File: config.mk
export PLATFORM = sky130hd
export DESIGN_NAME = resolvent_tautology_check_core
export DESIGN_NICKNAME = d
export VERILOG_FILES = /design/src/rtl/core/rtc_pkg.sv /design/src/rtl/core/resolvent_tautology_check_core.sv /design/src/rtl/core/rtc_store.sv /design/src/rtl/core/rtc_cmp.sv
export SDC_FILE = /design/constraint.sdc
export NUM_CORES = 1
export LEC_CHECK = 0
export BUFFER_PORTS_ARGS = -buffer_cell sky130_fd_sc_hd__buf_2
export CORE_ASPECT_RATIO = 2
export CORE_UTILIZATION = 50
export CTS_CLUSTER_DIAMETER = 50
export DETAILED_ROUTE_END_ITERATION = 8
export PLACE_DENSITY = 0.65
export SETUP_SLACK_MARGIN = 0.3
export SLEW_MARGIN = 20
export SYNTH_ARGS = -nofsm -noshare
export SYNTH_HDL_FRONTEND = slang
export SYNTH_SLANG_ARGS = --single-unit
File: constraint.sdc
create_clock -name clk -period 4.7 [get_ports clk]
set_input_delay 0.94 -clock clk [delete_from_list [all_inputs] [get_ports clk]]
set_output_delay 0.94 -clock clk [all_outputs]
set_load 0.03 [all_outputs]
File: src/rtl/core/rtc_pkg.sv
// shared constants and types for the resolvent tautology check core
`default_nettype none

package rtc_pkg;

    localparam int MAX_LITS  = 64;
    localparam int VAR_BITS  = 20;
    localparam int ADDR_BITS = $clog2(MAX_LITS);
    localparam int LEN_BITS  = $clog2(MAX_LITS + 1);
    localparam int LIT_BITS  = VAR_BITS + 1;

    localparam logic [1:0] CLASH_SAT = 2'd2;

    localparam logic KIND_A = 1'b0;
    localparam logic KIND_B = 1'b1;

    localparam logic MODE_MERGE = 1'b0;
    localparam logic MODE_PAIRS = 1'b1;

    // stored literal: sign on top, variable below
    typedef struct packed {
        logic                neg;
        logic [VAR_BITS-1:0] var_idx;
    } lit_t;

    // outcome of one literal compare
    typedef struct packed {
        logic lt;
        logic eq;
        logic clash;
    } cmp_res_t;

endpackage

`default_nettype wire

File: src/rtl/core/resolvent_tautology_check_core.sv
// top level: sequencer walking the clause a store with one shared comparator
//
// channel   direction  handshake               payload
// item      in         start & !busy           kind, var_index, negated, last
// result    out        done (one-cycle strobe) tautological, clash_count, store_overflow
// config    in         cfg_valid & cfg_ready   cfg_data (pairing mode)
//
// an a literal is written to the store as it is accepted and busy stays low
// a b literal takes a read state and a compare state per stored entry compared, then the
// done state, and another read state when the walk runs off the end of the store: all-pairs
// mode compares every stored entry, merge mode only those from the pointer to the first not
// below b; the read state covers the registered read of the store feeding one comparator
// the result strobe rises in the cycle after the done state of the last b literal
// reset empties the clause state and selects merge mode; the receiver cannot stall results
`default_nettype none

module resolvent_tautology_check_core (
    input  wire        clk,
    input  wire        rst_n,
    input  wire        start,
    output logic       busy,
    input  wire        kind,
    input  wire [19:0] var_index,
    input  wire        negated,
    input  wire        last,
    output logic       done,
    output logic       tautological,
    output logic [1:0] clash_count,
    output logic       store_overflow,
    input  wire        cfg_valid,
    output logic       cfg_ready,
    input  wire        cfg_data
);

    typedef enum logic [3:0] {
        ST_IDLE = 4'b0001,
        ST_READ = 4'b0010,
        ST_CMP  = 4'b0100,
        ST_DONE = 4'b1000
    } state_t;

    state_t state_reg, state_next;

    logic                           mode_reg, mode_next;
    logic [rtc_pkg::LEN_BITS-1:0]   a_len_reg, a_len_next;
    logic [rtc_pkg::LEN_BITS-1:0]   merge_ptr_reg, merge_ptr_next;
    logic [rtc_pkg::LEN_BITS-1:0]   idx_reg, idx_next;
    logic [1:0]                     clash_cnt_reg, clash_cnt_next;
    logic                           ovf_reg, ovf_next;
    logic                           done_reg, done_next;
    logic                           taut_reg, taut_next;
    logic [1:0]                     cnt_out_reg, cnt_out_next;
    logic                           ovf_out_reg, ovf_out_next;

    rtc_pkg::lit_t b_lit_reg, b_lit_next;
    logic          last_reg, last_next;

    logic              accept;
    logic              wr_en;
    logic              rd_en;
    rtc_pkg::lit_t     wr_lit;
    rtc_pkg::lit_t     rd_lit;
    rtc_pkg::cmp_res_t cmp;
    logic [1:0]        bumped_cnt;

    assign busy      = state_reg != ST_IDLE;
    assign cfg_ready = !busy;
    assign accept    = start && !busy;

    assign wr_lit.neg     = negated;
    assign wr_lit.var_idx = var_index[rtc_pkg::VAR_BITS-1:0];
    assign wr_en = accept && (kind == rtc_pkg::KIND_A)
                   && (a_len_reg < rtc_pkg::LEN_BITS'(rtc_pkg::MAX_LITS));

    rtc_store u_store (
        .clk     (clk),
        .wr_en   (wr_en),
        .wr_addr (a_len_reg[rtc_pkg::ADDR_BITS-1:0]),
        .wr_data (wr_lit),
        .rd_en   (rd_en),
        .rd_addr (idx_reg[rtc_pkg::ADDR_BITS-1:0]),
        .rd_data (rd_lit)
    );

    rtc_cmp u_cmp (
        .a_lit (rd_lit),
        .b_lit (b_lit_reg),
        .res   (cmp)
    );

    // saturating clash increment
    assign bumped_cnt = (clash_cnt_reg == rtc_pkg::CLASH_SAT)
                        ? clash_cnt_reg : clash_cnt_reg + 2'd1;

    always_comb
    begin
        state_next     = state_reg;
        mode_next      = mode_reg;
        a_len_next     = a_len_reg;
        merge_ptr_next = merge_ptr_reg;
        idx_next       = idx_reg;
        clash_cnt_next = clash_cnt_reg;
        ovf_next       = ovf_reg;
        done_next      = 1'b0;
        taut_next      = taut_reg;
        cnt_out_next   = cnt_out_reg;
        ovf_out_next   = ovf_out_reg;
        b_lit_next     = b_lit_reg;
        last_next      = last_reg;
        rd_en          = 1'b0;

        if (cfg_valid && cfg_ready)
        begin
            mode_next = cfg_data;
        end

        unique case (state_reg)
            ST_IDLE:
            begin
                if (accept)
                begin
                    if (kind == rtc_pkg::KIND_A)
                    begin
                        if (wr_en)
                        begin
                            a_len_next = a_len_reg + 1'b1;
                        end
                        else
                        begin
                            ovf_next = 1'b1;
                        end
                    end
                    else
                    begin
                        b_lit_next = wr_lit;
                        last_next  = last;
                        idx_next   = (mode_reg == rtc_pkg::MODE_PAIRS)
                                     ? '0 : merge_ptr_reg;
                        state_next = ST_READ;
                    end
                end
            end
            ST_READ:
            begin
                if (idx_reg < a_len_reg)
                begin
                    rd_en      = 1'b1;
                    state_next = ST_CMP;
                end
                else
                begin
                    state_next = ST_DONE;
                end
            end
            ST_CMP:
            begin
                if (mode_reg == rtc_pkg::MODE_PAIRS)
                begin
                    if (cmp.clash)
                    begin
                        clash_cnt_next = bumped_cnt;
                    end
                    idx_next   = idx_reg + 1'b1;
                    state_next = ST_READ;
                end
                else
                begin
                    priority if (cmp.lt)
                    begin
                        idx_next       = idx_reg + 1'b1;
                        merge_ptr_next = idx_reg + 1'b1;
                        state_next     = ST_READ;
                    end
                    else if (cmp.eq)
                    begin
                        if (cmp.clash)
                        begin
                            clash_cnt_next = bumped_cnt;
                        end
                        merge_ptr_next = idx_reg + 1'b1;
                        state_next     = ST_DONE;
                    end
                    else
                    begin
                        merge_ptr_next = idx_reg;
                        state_next     = ST_DONE;
                    end
                end
            end
            ST_DONE:
            begin
                if (last_reg)
                begin
                    done_next      = 1'b1;
                    taut_next      = clash_cnt_reg == rtc_pkg::CLASH_SAT;
                    cnt_out_next   = clash_cnt_reg;
                    ovf_out_next   = ovf_reg;
                    a_len_next     = '0;
                    merge_ptr_next = '0;
                    clash_cnt_next = '0;
                    ovf_next       = 1'b0;
                end
                state_next = ST_IDLE;
            end
            default:
            begin
                state_next = ST_IDLE;
            end
        endcase
    end

    always_ff @(posedge clk or negedge rst_n)
    begin
        if (!rst_n)
        begin
            state_reg     <= ST_IDLE;
            mode_reg      <= rtc_pkg::MODE_MERGE;
            a_len_reg     <= '0;
            merge_ptr_reg <= '0;
            idx_reg       <= '0;
            clash_cnt_reg <= '0;
            ovf_reg       <= 1'b0;
            done_reg      <= 1'b0;
        end
        else
        begin
            state_reg     <= state_next;
            mode_reg      <= mode_next;
            a_len_reg     <= a_len_next;
            merge_ptr_reg <= merge_ptr_next;
            idx_reg       <= idx_next;
            clash_cnt_reg <= clash_cnt_next;
            ovf_reg       <= ovf_next;
            done_reg      <= done_next;
        end
    end

    always_ff @(posedge clk)
    begin
        taut_reg    <= taut_next;
        cnt_out_reg <= cnt_out_next;
        ovf_out_reg <= ovf_out_next;
        b_lit_reg   <= b_lit_next;
        last_reg    <= last_next;
    end

    assign done           = done_reg;
    assign tautological   = taut_reg;
    assign clash_count    = cnt_out_reg;
    assign store_overflow = ovf_out_reg;

    a_done_from_finish: assert property (@(posedge clk) disable iff (!rst_n)
        done |-> $past(state_reg == ST_DONE))
        else $error("result strobe without a finished b literal");

    a_taut_matches_count: assert property (@(posedge clk) disable iff (!rst_n)
        done |-> (tautological == (clash_count == rtc_pkg::CLASH_SAT)))
        else $error("tautology flag disagrees with clash count");

    a_store_cleared: assert property (@(posedge clk) disable iff (!rst_n)
        done |-> (a_len_reg == '0 && merge_ptr_reg == '0 && clash_cnt_reg == '0))
        else $error("clause state not cleared after result");

    a_ptr_in_store: assert property (@(posedge clk) disable iff (!rst_n)
        merge_ptr_reg <= a_len_reg)
        else $error("merge pointer beyond stored clause");

endmodule

`default_nettype wire

File: src/rtl/core/rtc_store.sv
// clause a literal store, one write port and one registered read port
`default_nettype none

module rtc_store (
    input  wire                               clk,
    input  wire                               wr_en,
    input  wire  [rtc_pkg::ADDR_BITS-1:0]     wr_addr,
    input  wire  rtc_pkg::lit_t               wr_data,
    input  wire                               rd_en,
    input  wire  [rtc_pkg::ADDR_BITS-1:0]     rd_addr,
    output rtc_pkg::lit_t                     rd_data
);

    rtc_pkg::lit_t mem [rtc_pkg::MAX_LITS];
    rtc_pkg::lit_t rd_data_reg;

    always_ff @(posedge clk)
    begin
        if (wr_en)
        begin
            mem[wr_addr] <= wr_data;
        end
        if (rd_en)
        begin
            rd_data_reg <= mem[rd_addr];
        end
    end

    assign rd_data = rd_data_reg;

endmodule

`default_nettype wire

File: src/rtl/core/rtc_cmp.sv
// shared literal comparator: ordering, match and opposite-sign clash
`default_nettype none

module rtc_cmp (
    input  wire rtc_pkg::lit_t a_lit,
    input  wire rtc_pkg::lit_t b_lit,
    output rtc_pkg::cmp_res_t  res
);

    always_comb
    begin
        res.lt    = a_lit.var_idx < b_lit.var_idx;
        res.eq    = a_lit.var_idx == b_lit.var_idx;
        res.clash = (a_lit.var_idx == b_lit.var_idx) && (a_lit.neg != b_lit.neg);
    end

endmodule

`default_nettype wire
==> flow_summary.ini <==
[status]
status = finished clean

[clocking]
cts_buffers = 114
cts_tree = built
clock_latency_ns = 0.72
h-tree-depth = 3
post_cts_resized = 0
clock_sinks = 1421
clkSlewWorstSetupHoldPaths_ns = 0.07
postCtsSetupBuffers = 0
holdBufCountCts = 0
clockBufferDepth = 3
cts-root-buf = clkbuf_16

[die]
core_area_um2 = 109000
dieArea_um2 = 112000
fp.dieW_um = 237
ios = 35
die_h_um = 471
core.rowCount = 171
initial_utilization_pct = 50.6

[global_route]
antenna_found_initial = 4
grt_pass1_vias = 26927
grt_max_degree = 72
grt_pass1_wl_um = 197000
gr-usage-all-layers_pct = 25.5
overflow = 0

[yosys]
syn_nets = 2450
seq_area_frac_synth_pct = 77.2
yosys_most_used_dff = edfxtp_1
yosysWarnings = 0
synth_area_leader_cell = edfxtp_1
synth_area_leaders = edfxtp_1 76%, mux4_2 17%, dfrtp_1 1.3%
synth-seq-cells = 1421
netlist_top_cells_count = 1391 x edfxtp_1, 406 x mux4_2, 83 x nor2_1
synth_top_area_share_pct = 75.9
syn_area_um2 = 55100
synth_edf_count = 1391
ys_types = 56
async_reset_ff_share_pct = 2.11
synth_area_per_cell_um2 = 23.0
synth.most_common_cell = edfxtp_1
synthCells = 2393

[sta]
finalClockSkew_ns = 0.0229
relSlewSlack_pct = 23.8
slew_violations = 0
finalHoldViolCount = 0
period_share_pct = 76.6
max_freq_mhz = 278
setup_tns_ns = 0
tightestPinTransition_ns = 1.11
layout_min_cycle_time_ns = 3.60
setup_viol = 0
rsz0062_at_grt = no

[worst_setup_path]
crit_arrival_ns = 4.05
worstPathRequired_ns = 5.14
cp_top_family = multiplexers
startpoint_type = flip-flop
path_cells = buf_12 -> mux4_2 -> mux4_2 -> mux2_2 -> nand2_1 -> o21ai_1
max_stage_delay_ns = 0.92
cpMostUsedCell = mux4_2
crit_buf_inv = 1
cpMaxStageDelayCell = dfrtp_4
crit_type = flip-flop to flip-flop
critPathMaxFanout = 60
end_kind = flip-flop

[detailed_routing]
dr_total_vias = 25820
routed_via_density = 6.40
first_iter_violations = 2920
dr.pass1.iters = 5
ant_nets = 0
drc = 0
drt_wl_total_um = 139000
wire_per_inst_um = 34.5

[layout]
largest_register_ffs = 1344
area_growth_pct = 11.8
drive_gt1_share_pct = 31.4
fin_nets = 2606
utilization_pct = 56.5

[pwr]
peakVddDrop_v = 0.000352
leakage_uw = 0.0190
power_density_nw_per_um2 = 463

[placed_design]
io_buffer_count = 34
place_congestion = 0.869
dp_hpwl_um = 84900

[flow_run]
max-cap-violations = 0

[worst_hold_path]
hp-class = primary input to asynchronous set/reset pin
-- final timing paths --
path / start / end / slack [ns] / cells after the start
setup / recovery: idx_reg[0] / u_store.rd_data[10] / 1.10 / 6
hold / removal: rst_n / done / 0.31 / 1
setup reg to reg: idx_reg[0] / u_store.rd_data[10] / 1.10 / 6
hold reg to reg: clash_cnt_reg[1] / clash_count[1] / 0.48 / 0
max in group asynchronous: rst_n / idx_reg[1] / 3.76 / 1
min in group clk: kind / ovf_reg / 0.46 / 2
-- worst register-to-register path, cell delays in order, from the launching register on --
cell and delay [ns]:
dfrtp_4 0.92, buf_12 0.50, mux4_2 0.68, mux4_2 0.63, mux2_2 0.32, nand2_1 0.18, o21ai_1 0.10
-- where the power goes --
group	internal (µW)	switching, µW
logic	1870	2400
registers	14000	277
clock network	5510	4430
-- per-layer routing --
metal  vias to the layer above  track usage, %  share of wire, %
met2                      1041            45.7                54
met1                     14001            29.4                34
met4                         2            13.9               6.2
met3                       320            3.57               5.5
met5                         -               0            0.0079
li1                      10456               -                 -
-- stage by stage --
step	instance area [µm²]	total power (µW)	std cells	hold slack (ns)	setup slack (ns)
after global routing	61500	29200	4030	0.332	1.03
after floorplan	55100	17100	2393	0.425	1.33
final	61600	28500	4036	0.312	1.10
after detailed placement	57700	18900	3817	0.459	1.13
after global placement	57700	18800	3817	0.439	1.12
after CTS	61500	28700	4029	0.283	1.10
-- layout make-up --
cell class                      instances  area [µm²]
Antenna cell                            7        17.5
Clock buffer                          136        3000
Clock inverter                         76         860
Fill cell                            7824       47300
Inverter                               35         131
Multi-Input combinational cell        817       12000
Sequential cell                      1421       42500
Tap cell                             1384        1730
Timing Repair Buffer                  160        1290
-- cell usage in the layout, fill, tap and decap left out, types with 8 or more instances in the layout --
master / n
nor2_1: 19
ha_1: 29
clkinv_2: 26
a21oi_1: 26
o21ai_0: 12
o21ai_1: 17
clkinvlp_4: 8
mux2_2: 9
nor2_2: 64
a21o_1: 8
clkbuf_1: 19
buf_4: 113
a22oi_1: 24
bufinv_16: 17
buf_2: 33
a211oi_1: 8
nand3_1: 30
dfrtp_1: 24
inv_1: 33
mux4_2: 406
mux2i_1: 36
clkinv_1: 17
buf_12: 14
nand2_1: 40
nor2b_1: 10
clkbuf_16: 117
edfxtp_1: 1391
or3_1: 9
-- cell families (layout without fill, tap and decap cells) --
kind of cell	Yosys count	count (layout)	share of synthesized area, %
muxes	451	451	17.4
AOI/OAI and AO/OA	119	119	1.41
xor gates and xnor gates	6	6	0.0954
DFF	1421	1421	77.2
and+or+nand+nor	212	212	1.87
other	0	7	0
buffers and inverters	155	407	1.31
adders and majority gates	29	29	0.659
(Power assumes the default switching activity.)
